[src/hdl/ugsi_pkg.sv]
`timescale 1ns / 1ps
package ugsi_pkg;

  localparam int GRID_CELLS   = 4096;
  localparam int POOL_ENTRIES = 4096;
  localparam int RESULT_CAP   = 64;

  localparam int CELL_AW  = $clog2(GRID_CELLS);
  localparam int POOL_AW  = $clog2(POOL_ENTRIES);
  localparam int SEEN_AW  = $clog2(RESULT_CAP);
  localparam int FILL_W   = POOL_AW + 1;
  localparam int SEEN_CW  = SEEN_AW + 1;
  localparam int LIN_W    = 17;
  localparam int DEPTH_W  = 13;
  localparam int HANDLE_W = 16;
  localparam int DIV_W    = 17;
  localparam int CS_W     = 16;
  localparam int DIM_W    = 7;
  localparam int CFG_IW   = 3;
  localparam int CFG_DW   = 16;

  localparam logic [DEPTH_W-1:0] DEPTH_MAX = {DEPTH_W{1'b1}};
  localparam logic [FILL_W-1:0]  FILL_LIMIT = FILL_W'(POOL_ENTRIES - 4);

  typedef enum logic [1:0] {
    OP_CLEAR = 2'd0,
    OP_ADD   = 2'd1,
    OP_QUERY = 2'd2,
    OP_NONE  = 2'd3
  } op_t;

  typedef enum logic [2:0] {
    ST_HIT   = 3'd0,
    ST_ADD   = 3'd1,
    ST_CLR   = 3'd2,
    ST_EMPTY = 3'd3,
    ST_FULL  = 3'd4,
    ST_OOB   = 3'd5,
    ST_LFULL = 3'd6
  } status_t;

  typedef enum logic [CFG_IW-1:0] {
    CFG_ORIGIN_X = 3'd0,
    CFG_ORIGIN_Y = 3'd1,
    CFG_CELL_SZ  = 3'd2,
    CFG_COLS     = 3'd3,
    CFG_ROWS     = 3'd4
  } cfg_idx_t;

  typedef enum logic [1:0] {
    CMD_CLEAR = 2'd0,
    CMD_ADD   = 2'd1,
    CMD_QUERY = 2'd2,
    CMD_OOB   = 2'd3
  } cmd_kind_t;

  typedef enum logic [2:0] {
    F_IDLE,
    F_DIV,
    F_WAIT,
    F_CLASS,
    F_PUSH
  } fstate_t;

  typedef enum logic [3:0] {
    B_INIT,
    B_IDLE,
    B_CLR,
    B_EMIT,
    B_ARD,
    B_AWR,
    B_QHRD,
    B_QHCK,
    B_QPRD,
    B_QPCK,
    B_QORD,
    B_QOUT
  } bstate_t;

  typedef struct packed {
    logic [1:0]          op;
    logic signed [15:0]  rect_x;
    logic signed [15:0]  rect_y;
    logic [14:0]         rect_width;
    logic [14:0]         rect_height;
    logic [HANDLE_W-1:0] item_handle;
  } in_t;

  typedef struct packed {
    logic [HANDLE_W-1:0] found_handle;
    logic [2:0]          status;
    logic [DEPTH_W-1:0]  deepest_cell;
    logic                last;
  } out_t;

  typedef struct packed {
    cmd_kind_t                 kind;
    logic [HANDLE_W-1:0]       handle;
    logic [3:0][CELL_AW-1:0]   idx;
  } cmd_t;

  typedef struct packed {
    logic                ok;
    logic [POOL_AW-1:0]  head;
    logic [DEPTH_W-1:0]  depth;
  } cell_ent_t;

  typedef struct packed {
    logic                ok;
    logic [POOL_AW-1:0]  next;
    logic [HANDLE_W-1:0] handle;
  } pool_ent_t;

endpackage

[src/hdl/ugsi_cmdq.sv]
`timescale 1ns / 1ps
// Two-entry command queue between front and back.
module ugsi_cmdq (
  input  logic            clk,
  input  logic            rst_n,
  input  logic            push_valid,
  output logic            push_ready,
  input  ugsi_pkg::cmd_t  push_data,
  output logic            pop_valid,
  input  logic            pop_ready,
  output ugsi_pkg::cmd_t  pop_data
);

  ugsi_pkg::cmd_t mem_r [2];
  logic       wp_r, rp_r;
  logic [1:0] cnt_r;
  logic       push, pop;

  assign push_ready = (cnt_r != 2'd2);
  assign pop_valid  = (cnt_r != 2'd0);
  assign pop_data   = mem_r[rp_r];
  assign push = push_valid && push_ready;
  assign pop  = pop_valid && pop_ready;

  always_ff @(posedge clk) begin
    if (!rst_n) begin
      wp_r  <= 1'b0;
      rp_r  <= 1'b0;
      cnt_r <= '0;
    end else begin
      if (push) wp_r <= !wp_r;
      if (pop)  rp_r <= !rp_r;
      cnt_r <= cnt_r + {1'b0, push} - {1'b0, pop};
    end
    if (push) mem_r[wp_r] <= push_data;
  end

`ifndef SYNTH
  a_no_overflow: assert property (@(posedge clk) disable iff (!rst_n)
    (cnt_r == 2'd2) |-> !push) else $error("cmdq push while full");
  a_cnt_range: assert property (@(posedge clk) disable iff (!rst_n)
    cnt_r != 2'd3) else $error("cmdq count out of range");
  a_pop_data: assert property (@(posedge clk) disable iff (!rst_n)
    (pop_valid && !pop && !push) |=> $stable(pop_data)) else $error("cmdq head moved");
`endif

endmodule

[config.mk]
export PLATFORM = sky130hd
export DESIGN_NAME = ugsi_cmdq
export DESIGN_NICKNAME = d
export VERILOG_FILES = /design/src/hdl/ugsi_pkg.sv /design/src/hdl/ugsi_cmdq.sv
export SDC_FILE = /design/constraint.sdc
export NUM_CORES = 1
export LEC_CHECK = 0
export BUFFER_PORTS_ARGS = -buffer_cell sky130_fd_sc_hd__buf_2
export CORE_MARGIN = 8
export CORE_UTILIZATION = 52
export CTS_CLUSTER_SIZE = 14
export DETAILED_ROUTE_END_ITERATION = 8
export PLACE_DENSITY = 0.79
export SYNTH_ARGS = -nofsm -noshare
export SYNTH_HDL_FRONTEND = slang
export SYNTH_SLANG_ARGS = --single-unit
[constraint.sdc]
create_clock -name clk -period 2.6 [get_ports clk]
set_input_delay 0.26 -clock clk [delete_from_list [all_inputs] [get_ports clk]]
set_output_delay 0.26 -clock clk [all_outputs]
set_load 0.01 [all_outputs]
# ---- Word level (Yosys, flattened, before mapping)
# Memories as Yosys holds them, arrays and structs flattened. A register that Yosys moved wholly into a read port is not among the register bits.
# Cells that the tools add are included.
dict set report word_totals {
  reg_bits 4
  mem_bits_rw 132
  out_inout_bits 68
  wordCells 16
  n_memories 1
}
dict set report op_classes {
  add_sub_neg 2
  n_eq_ne 1
  mux 4
  reduce_logical 5
}
# memory depth word_bits read_ports rd_ports_with_merged_regs wr line
set mem_list {}
lappend mem_list {mem_r 2 66 1 1 1 ugsi_cmdq.sv:14} ;# ugsi_pkg::cmd_t mem_r [2];
# cell count
set ops {}
lappend ops {{$mux 1} 4}
lappend ops {{$add 2x1->2} 1}
lappend ops {{$logic_and 1x1->1} 2}
lappend ops {{$logic_not 1->1} 2}
lappend ops {{$ne 2x2->1 const B} 1}
lappend ops {{$reduce_bool 2->1} 1}
lappend ops {{$sub 2x1->2} 1}

# ---- Logic depth before layout (Yosys ltp)
# Gate-level depths: netlist (run 1).
dict set report depth {
  ltp_word 4
  mapped_depth 6
  depth_no_buf 6
}

# ---- Worst setup path after synthesis (run 1)
# No wires, ideal clock.
dict set report synth_path {
  path_kind {register to register}
  start {register cnt_r[0]}
  end {memory mem_r[0][0] in the netlist's numbering (enable)}
  setup_time_ps 420
  arrival_time_ps 2014
  slack_ps 166
  stages_incl_launch_ff 4
  path_buffers 0
  synth_period_minus_slack_ps 2434
  cell_sequence {dfxtp_1 nand2b_1 nand3b_1 inv_1}
}
dict set report synth_between {
  elab_chain_len 4
}
# item line
set synth_rtl {}
lappend synth_rtl {{start: declaration} ugsi_cmdq.sv:16} ;# logic [1:0] cnt_r;
lappend synth_rtl {{start signal: assignment} ugsi_cmdq.sv:33} ;# cnt_r <= cnt_r + {1'b0, push} - {1'b0, pop};
lappend synth_rtl {{$ne 2x2->1} ugsi_cmdq.sv:19} ;# assign push_ready = (cnt_r != 2'd2);
lappend synth_rtl {{named net push_ready} ugsi_cmdq.sv:7} ;# output logic push_ready,
lappend synth_rtl {{$logic_and 1x1->1} ugsi_cmdq.sv:22} ;# assign push = push_valid && push_ready;
lappend synth_rtl {{$mux 1} ugsi_cmdq.sv:35} ;# if (push) mem_r[wp_r] <= push_data;
lappend synth_rtl {{$mux 1 (not written as such)} ugsi_cmdq.sv:35}
lappend synth_rtl {{end: declaration} ugsi_cmdq.sv:14}
# The timed path passes the listed nets, and every way through them passes these cells.

==> results of run 1 <==
[final cells by class]
class | count | area (sq um) | share of cell area (%)
flip-flops and latches | 137 | 4070 | 55.8
repair buffers | 209 | 1410 | 19.3
multi-input cells | 89 | 1060 | 14.5
clock buffers | 24 | 460 | 6.32
well taps | 133 | 166 | 2.28
clock inverters | 8 | 120 | 1.65
inverters | 2 | 7.51 | 0.103
[kinds of logic (layout without fill, tap and decap cells)]
family / count (synthesis) / in the layout / synth area share (%)
AO/OA/AOI/OAI: 6 / 6 / 0.843
XOR/XNOR: 1 / 1 / 0.169
adder cells (fa/ha/maj): 1 / 1 / 0.241
buffers and inverters: 9 / 243 / 1.35
flip-flops: 137 / 137 / 78.3
multiplexers: 66 / 66 / 17.2
AND/OR/NAND/NOR: 15 / 15 / 1.90
[cell usage after synthesis (2+ instances only)]
cell      count  area (sq um)
edfxtp_1    132          3960
mux2_4       40           601
mux2_1       24           270
dfxtp_1       5           100
buf_6         4          45.0
nor2_1        4          15.0
buf_2         2          10.0
inv_1         2          7.51
mux2_2        2          22.5
[state kept, by name, summed over array words and instances (netlist names), named ones only]
| signal | cells |
|---|---|
| cnt_r | 2 |
| rp_r | 1 |
| wp_r | 1 |
| mem_r | 132 |
[stage by stage]
stage,instance area (sq um),worst slack (ns)
final,7290,0.310
after global routing,7290,0.203
after CTS,7290,0.259
after detailed placement,6030,0.806
after global placement,6030,0.826
after floorplan,5190,0.166
[power by group through the flow]
stage          combinational [W]  clock [W]  sequential, W
2_1_floorplan           0.000834          0        0.00278
3_3_place_gp             0.00118          0        0.00284
3_5_place_dp             0.00120          0        0.00286
4_1_cts                  0.00128    0.00235        0.00281
5_1_grt                  0.00136    0.00245        0.00283
6_report                 0.00126    0.00231        0.00281
[worst register-to-register path, delay by kind of cell, from the launching register on]
kind	cells	cell delay, ns
AO/OA/AOI/OAI	1	0.18
adder cells (fa/ha/maj)	1	0.19
flip-flops	1	0.43
AND/OR/NAND/NOR	4	0.73
[repair_timing]
item | CTS | global route
setup buffers | 0 | 0
gates resized for setup | 0 | 0
hold endpoints to repair | 133 | 0
hold buffers | 67 | 0
setup endpoints to repair | 0 | 0
[how the worst max path moves through the flow]
stage,cells past startpoint,endpoint,slack [ns]
after floorplan,3,mem_r[0][0],0.17
after global placement,3,pop_data[0],0.83
after detailed placement,3,pop_data[1],0.81
after CTS,3,pop_data[0],0.26
after global routing,3,pop_data[2],0.20
final,3,pop_data[2],0.31
[per-layer routing]
layer  global-route usage (%)  share of wire [%]  wire length (microns)  up-vias
met2                     28.7                 52                   5370      113
met4                     6.57                1.5                    154        0
met3                     6.25                7.9                    813       11
met5                        0                  0                      0        -
met1                     15.9                 39                   4010     1397
li1                         -                  -                      -     1375
==> impl_metrics.py, run 1 <==
metrics = {
    "global_route": {
        "track_usage_pct": 15.9,
        "grt_pass1_vias": 3193,
        "grt_max_degree": 37,
        "grt_antenna_before_repair": 0,
        "grt-ovfl-total": 0,
        "grt_pass1_wl_mm": 15.9,
    },
    "final_layout": {
        "fillers": 598,
        "layout_common_cells": "137 x buf_2, 132 x edfxtp_1, 67 x dlygate4sd3_1, 40 x mux2_4, 24 x mux2_1",
        "utilization_pct": 74.9,
        "synthToLayoutAreaGrowth_pct": 40.3,
        "fin_nets": 527,
        "fin_cells": 602,
        "layout_commonest_cell": "buf_2",
        "drive_gt1_share_pct": 46.5,
        "insertedDiodeCount": 0,
    },
    "power_and_ir_drop": {
        "switchingPower_w": 0.00151,
        "internal-power_w": 0.00486,
        "power.share.switching_pct": 23.8,
        "power.share.combinational_pct": 19.8,
        "ir_drop_v": 0.000497,
        "power_w": 0.00638,
        "p_clk_share_pct": 36.2,
        "powerDensity_nw_per_um2": 875,
        "seqPwrFrac_pct": 44.0,
        "leakage_nw": 2.86,
    },
    "die": {
        "die_height_microns": 116,
        "initial_core_util_pct": 53.4,
        "ios": 138,
        "core_sq_um": 9730,
        "rows": 36,
        "fp.dieArea_sq_um": 13400,
        "dieWidth_microns": 116,
    },
    "yosys": {
        "ys_seq_area_share_pct": 78.3,
        "avgSynthCellArea_sq_um": 22.1,
        "synth_cell_type_count": 29,
        "syn_inst": 235,
        "ys.flop_type": "edfxtp_1",
        "async_flop_share_pct": 0,
        "synth_edf_count": 132,
        "synth_nets": 306,
        "yosys_warnings": 0,
        "synth_area_sq_um": 5190,
        "synth_seq_cells": 137,
    },
    "min_path": {
        "hold_path_end": "wp_r",
        "worstHoldStart": "push_valid",
        "whs_path_depth": 3,
        "hold_class": "input pin to flop",
    },
    "placed_design": {
        "dp_cells": 503,
        "hpwl_mm": 6.40,
        "io_buffers": 137,
        "place.gp.congestion": 0.696,
    },
    "worst_setup_path": {
        "critPathSlowestCell": "dfxtp_4",
        "crit_family": "flip-flops",
        "crit_required_ns": 2.34,
        "path_cells": "buf_12 > mux2_1 > buf_2",
        "max_stage_delay_ns": 0.65,
        "rr_worst_depth": 6,
        "rr_endpoint": "cnt_r[1]",
        "r2r-start": "cnt_r[1]",
        "cp_num_buf_inv": 2,
        "startpoint_type": "flop",
        "regToRegSetupSlack_ns": 0.96,
        "criticalPathCategory": "flop to output pin",
        "worstPathArrival_ns": 2.03,
        "crit_fanout": 36,
        "worstSetupEndpointType": "output pin",
    },
    "sta": {
        "maxClockFrequency_mhz": 437,
        "min_period_ns": 2.29,
        "rsz0062_at_grt": "no",
        "final_hold_viol_count": 0,
        "setup_tns_ns": 0,
        "drv_slew": 0,
        "finalSetupViolCount": 0,
        "timing.final.crit_share_pct": 88.1,
        "fin_skew_ns": 0.00577,
        "worst_pin_slew_ns": 0.486,
        "relSlewSlack_pct": 67.6,
        "hold_slack_ns": 0.138,
    },
    "detailed_routing": {
        "avgRoutedWirePerCell_microns": 17.2,
        "drt-total-wl_mm": 10.3,
        "vias": 2896,
        "avgViaCountPerCell": 4.81,
        "first_pass_iters": 4,
        "drcViolationCount": 0,
        "antenna_left": 0,
        "initialDrtViolationCount": 161,
    },
    "clock_tree": {
        "clock_path_buffers": 2,
        "numCtsBuffers": 17,
        "htreeDepth": 4,
        "clock_latency_ns": 0.50,
        "cts-root-buf": "clkbuf_8",
        "cts_tree": "done",
        "cts_sinks": 137,
        "path_clk_slew_ns": 0.06,
    },
    "run_status": {
        "outcome": "finished clean",
    },
    "flow_run": {
        "drv_cap": 0,
    },
}
(Power assumes the default switching activity.)
==> run 2, diff against run 1 <==
--- a/config.mk
+++ b/config.mk
@@ -6,11 +6,12 @@
 export NUM_CORES = 1
 export LEC_CHECK = 0
 export BUFFER_PORTS_ARGS = -buffer_cell sky130_fd_sc_hd__buf_2
-export CORE_MARGIN = 8
+export CORE_MARGIN = 2
 export CORE_UTILIZATION = 52
 export CTS_CLUSTER_SIZE = 14
 export DETAILED_ROUTE_END_ITERATION = 8
 export PLACE_DENSITY = 0.79
+export SLEW_MARGIN = 30
 export SYNTH_ARGS = -nofsm -noshare
 export SYNTH_HDL_FRONTEND = slang
 export SYNTH_SLANG_ARGS = --single-unit
==> impl_metrics.py, run 2 (synthesis gave the netlist of run 1 again) <==
metrics = {
    "sta": {
        "drv_slew": 0,
        "relSlewSlack_pct": 61.2,
        "maxClockFrequency_mhz": 442,
        "rsz0062_at_grt": "no",
        "final_hold_viol_count": 0,
        "fin_skew_ns": 0.00597,
        "worst_pin_slew_ns": 0.581,
        "min_period_ns": 2.26,
        "finalSetupViolCount": 0,
        "setup_tns_ns": 0,
        "timing.final.crit_share_pct": 87.1,
    },
    "final_layout": {
        "top_regs": "mem_r (132), cnt_r (2)",
        "seq_area_sq_um": 4070,
        "multi_input_area_sq_um": 1060,
        "insertedDiodeCount": 0,
        "fin_nets": 529,
        "regMostFlops": "mem_r",
        "synthToLayoutAreaGrowth_pct": 40.6,
        "drive_gt1_share_pct": 47.8,
        "fillers": 602,
        "largest_reg_flops": 132,
        "layout_commonest_cell": "buf_2",
        "layout_common_cells": "137 x buf_2, 132 x edfxtp_1, 67 x dlygate4sd3_1, 40 x mux2_4, 24 x mux2_1",
    },
    "detailed_routing": {
        "antenna_left": 0,
        "initialDrtViolationCount": 93,
        "first_pass_iters": 4,
        "vias": 2970,
        "drt-total-wl_mm": 9.94,
        "drcViolationCount": 0,
        "avgRoutedWirePerCell_microns": 16.5,
        "avgViaCountPerCell": 4.92,
    },
    "global_route": {
        "grt_pass1_vias": 3207,
        "grt-ovfl-total": 0,
        "track_usage_pct": 19.1,
        "grt_max_degree": 38,
        "grt_pass1_wl_mm": 15.8,
        "grt_antenna_before_repair": 0,
    },
    "power_and_ir_drop": {
        "powerDensity_nw_per_um2": 867,
        "internal-power_w": 0.00473,
        "power.share.combinational_pct": 20.0,
        "seqPwrFrac_pct": 44.6,
        "leakage_nw": 2.87,
        "power.share.switching_pct": 25.2,
        "ir_drop_v": 0.000622,
        "p_clk_share_pct": 35.5,
        "switchingPower_w": 0.00160,
        "power_w": 0.00633,
    },
    "placed_design": {
        "place.gp.congestion": 0.688,
        "io_buffers": 137,
        "hpwl_mm": 5.82,
    },
    "die": {
        "die_height_microns": 104,
        "rows": 36,
        "ios": 138,
        "core_sq_um": 9730,
        "initial_core_util_pct": 53.4,
        "fp.dieArea_sq_um": 10800,
        "dieWidth_microns": 104,
    },
    "worst_setup_path": {
        "criticalPathCategory": "flop to output pin",
        "startpoint_type": "flop",
        "worstPathArrival_ns": 2.00,
        "crit_fanout": 37,
        "rr_worst_depth": 3,
        "regToRegSetupSlack_ns": 0.77,
        "crit_required_ns": 2.34,
        "r2r-start": "cnt_r[0]",
        "worstSetupEndpointType": "output pin",
        "rr_endpoint": "mem_r[1][29]",
        "crit_end": "pop_data[61]",
    },
    "clock_tree": {
        "cts_tree": "done",
        "cts_sinks": 137,
        "cts-root-buf": "clkbuf_8",
        "clock_path_buffers": 2,
        "path_clk_slew_ns": 0.06,
        "ctsHoldBuffers": 67,
        "cts.repair.resized": 0,
        "clock_latency_ns": 0.50,
        "numCtsBuffers": 17,
        "htreeDepth": 4,
        "post_cts_buffers": 0,
    },
    "flow_run": {
        "drv_cap": 0,
    },
    "run_status": {
        "outcome": "finished clean",
    },
    "min_path": {
        "hold_class": "input pin to flop",
    },
}
## run 2: power groups by stage
stage               Combinational, W  Clock (W)  Sequential [W]
floorplan                   0.000834          0         0.00278
global placement             0.00116          0         0.00285
detailed placement           0.00118          0         0.00287
CTS                          0.00126    0.00228         0.00282
global route                 0.00136    0.00238         0.00285
finish                       0.00126    0.00225         0.00282
## run 2: worst min path at each step
| stage | startpoint | endpoint | slack, ns | depth (start not counted) |
|---|---|---|---|---|
| finish | push_valid | wp_r | 0.14 | 3 |
| global route | push_valid | wp_r | 0.16 | 3 |
| CTS | push_valid | wp_r | 0.13 | 3 |
| detailed placement | push_data[0] | mem_r[0][0] | 0.45 | 1 |
| global placement | push_data[15] | mem_r[0][15] | 0.45 | 1 |
| floorplan | push_data[0] | mem_r[0][0] | 0.36 | 0 |
## run 2: per-stage QoR
step	utilization (%)	setup WS, ns	hold slack, ns	cells	area, sq um
after global placement	62.3	0.863	0.447	505	6060
after global routing	75.0	0.256	0.158	604	7300
after detailed placement	62.3	0.788	0.452	505	6060
final	75.0	0.336	0.145	604	7300
after floorplan	-	0.166	0.359	235	5190
after CTS	75.0	0.317	0.125	604	7300
## run 2: worst max-delay path, cell delays in order, from the launching register on
cell and delay, ns:
dfxtp_4 0.72, buf_4 0.30, mux2_4 0.32, buf_2 0.14
## run 2: per-layer routing
layer | vias to the layer above | part of all wire (%) | GRT usage, %
li1 | 1379 | - | -
met1 | 1463 | 41 | 22.9
met2 | 116 | 52 | 32.6
met3 | 12 | 5.9 | 6.39
met4 | 0 | 1.1 | 6.66
met5 | - | 0 | 0
## run 2: cell type report
| type | instances | area share [%] |
|---|---|---|
| Inverter | 2 | 0.103 |
| Sequential cell | 137 | 55.7 |
| Tap cell | 133 | 2.28 |
| Multi-Input combinational cell | 89 | 14.5 |
| Clock inverter | 15 | 2.07 |
| Timing Repair Buffer | 211 | 19.6 |
| Clock buffer | 17 | 5.67 |
==> run 3, diff against run 2 <==
--- a/config.mk
+++ b/config.mk
@@ -7,10 +7,10 @@
 export LEC_CHECK = 0
 export BUFFER_PORTS_ARGS = -buffer_cell sky130_fd_sc_hd__buf_2
 export CORE_MARGIN = 2
-export CORE_UTILIZATION = 52
+export CORE_UTILIZATION = 55
 export CTS_CLUSTER_SIZE = 14
 export DETAILED_ROUTE_END_ITERATION = 8
-export PLACE_DENSITY = 0.79
+export PLACE_DENSITY = 0.83
 export SLEW_MARGIN = 30
 export SYNTH_ARGS = -nofsm -noshare
 export SYNTH_HDL_FRONTEND = slang
==> constraint.sdc (replaced) <==
create_clock -name clk -period 2.91 [get_ports clk]
set_input_delay 0.291 -clock clk [delete_from_list [all_inputs] [get_ports clk]]
set_output_delay 0.291 -clock clk [all_outputs]
set_load 0.01 [all_outputs]
==> impl_metrics.py, run 3 (synthesis gave the netlist of run 1 again) <==
metrics = {
    "run_status": {
        "outcome": "finished clean",
    },
    "sta": {
        "drv_slew": 0,
        "rsz0062_at_grt": "no",
        "relSlewSlack_pct": 53.0,
        "min_period_ns": 2.27,
        "finalSetupViolCount": 0,
        "setup_ws_ns": 0.645,
        "fin_skew_ns": 0.00763,
        "timing.final.crit_share_pct": 77.8,
        "worst_pin_slew_ns": 0.704,
        "setup_tns_ns": 0,
        "maxClockFrequency_mhz": 441,
        "final_hold_viol_count": 0,
    },
    "global_route": {
        "track_usage_pct": 20.1,
        "grt-ovfl-total": 0,
        "grt_antenna_before_repair": 0,
        "grt_pass1_vias": 3143,
        "grt_max_degree": 47,
        "grt_pass1_wl_mm": 15.2,
    },
    "worst_setup_path": {
        "cp_num_buf_inv": 2,
        "crit_fanout": 23,
        "worstPathArrival_ns": 1.97,
        "r2r-start": "cnt_r[0]",
        "rr_worst_depth": 4,
        "crit_family": "flip-flops",
        "startpoint_type": "flop",
        "crit_required_ns": 2.62,
        "critPathSlowestCell": "dfxtp_4",
        "criticalPathCategory": "flop to output pin",
        "rr_endpoint": "mem_r[0][51]",
        "path_cells": "buf_4 > mux2_4 > buf_2",
        "worstSetupEndpointType": "output pin",
        "max_stage_delay_ns": 0.61,
        "regToRegSetupSlack_ns": 0.94,
    },
    "detailed_routing": {
        "drt-total-wl_mm": 9.83,
        "initialDrtViolationCount": 118,
        "drcViolationCount": 0,
        "first_pass_iters": 6,
        "vias": 2911,
        "antenna_left": 0,
        "avgRoutedWirePerCell_microns": 17.0,
        "avgViaCountPerCell": 5.03,
    },
    "clock_tree": {
        "ctsHoldBuffers": 67,
        "clock_path_buffers": 2,
        "htreeDepth": 4,
        "cts_sinks": 137,
        "cts_tree": "done",
        "post_cts_buffers": 0,
        "cts-root-buf": "clkbuf_8",
        "path_clk_slew_ns": 0.06,
        "cts.repair.resized": 0,
        "numCtsBuffers": 17,
        "clock_latency_ns": 0.52,
    },
    "die": {
        "initial_core_util_pct": 56.4,
        "ios": 138,
        "core_sq_um": 9200,
        "fp.dieArea_sq_um": 10200,
        "rows": 35,
        "dieWidth_microns": 101,
        "die_height_microns": 101,
    },
    "min_path": {
        "whs_path_depth": 3,
        "hold_class": "input pin to flop",
        "hold_path_end": "wp_r",
        "worstHoldStart": "push_valid",
    },
    "final_layout": {
        "insertedDiodeCount": 0,
        "drive_gt1_share_pct": 47.2,
        "seq_area_sq_um": 4070,
        "layout_common_cells": "137 x buf_2, 132 x edfxtp_1, 67 x dlygate4sd3_1, 40 x mux2_4, 24 x mux2_1",
        "synthToLayoutAreaGrowth_pct": 40.4,
        "largest_reg_flops": 132,
        "layout_commonest_cell": "buf_2",
        "fin_nets": 527,
        "fillers": 517,
        "multi_input_area_sq_um": 1060,
        "regMostFlops": "mem_r",
        "top_regs": "mem_r (132), cnt_r (2)",
    },
    "power_and_ir_drop": {
        "ir_drop_v": 0.000423,
        "powerDensity_nw_per_um2": 787,
        "leakage_nw": 2.87,
    },
    "placed_design": {
        "place_ws_ns": 0.954,
        "place.gp.congestion": 0.754,
        "io_buffers": 137,
        "hpwl_mm": 5.76,
    },
    "flow_run": {
        "drv_cap": 0,
    },
}
## run 3: how the worst max path moves through the flow
stage | cells after the start | slack, ns | start | endpoint
floorplan | 3 | 0.48 | cnt_r[0] | mem_r[0][0]
global placement | 4 | 1.03 | cnt_r[0] | mem_r[0][53]
detailed placement | 4 | 0.95 | cnt_r[0] | mem_r[0][46]
CTS | 3 | 0.61 | flop | pop_data[44]
global route | 3 | 0.57 | flop | pop_data[38]
finish | 3 | 0.64 | flop | pop_data[40]
## run 3: layout make-up
cell class | instances | share of cell area, %
clock buffer | 17 | 5.68
clock inverter | 14 | 2.39
multi-input combinational | 89 | 14.5
inverter | 2 | 0.103
tap | 111 | 1.90
timing repair buffer | 209 | 19.6
sequential | 137 | 55.8
## run 3: worst min-delay path, stage by stage
cell      delay, ns
buf_2          0.15
nand3b_1       0.13
a21oi_1        0.07
## run 3: where the power goes
part           internal, W  switching (W)  leakage, nW
Clock              0.00131       0.000794        0.279
Sequential         0.00240       0.000104         1.28
Combinational     0.000613       0.000524         1.32
## run 3: stage by stage
step	hold WS [ns]	instances	power (W)	instance area (sq um)	utilization, %
CTS	0.163	579	0.00577	7290	79.3
floorplan	0.390	235	0.00323	5190	-
finish	0.184	579	0.00574	7290	79.3
detailed placement	0.482	481	0.00361	6030	65.6
global placement	0.478	481	0.00358	6030	65.6
global route	0.201	579	0.00596	7290	79.3
## run 3: metal layers
layer | part of all wire, % | global-route usage, % | vias up
met2 | 50 | 34.7 | 117
met4 | 2.3 | 9.36 | 0
met1 | 41 | 23.1 | 1397
met3 | 6.1 | 6.14 | 22
li1 | - | - | 1375
met5 | 0 | 0 | -
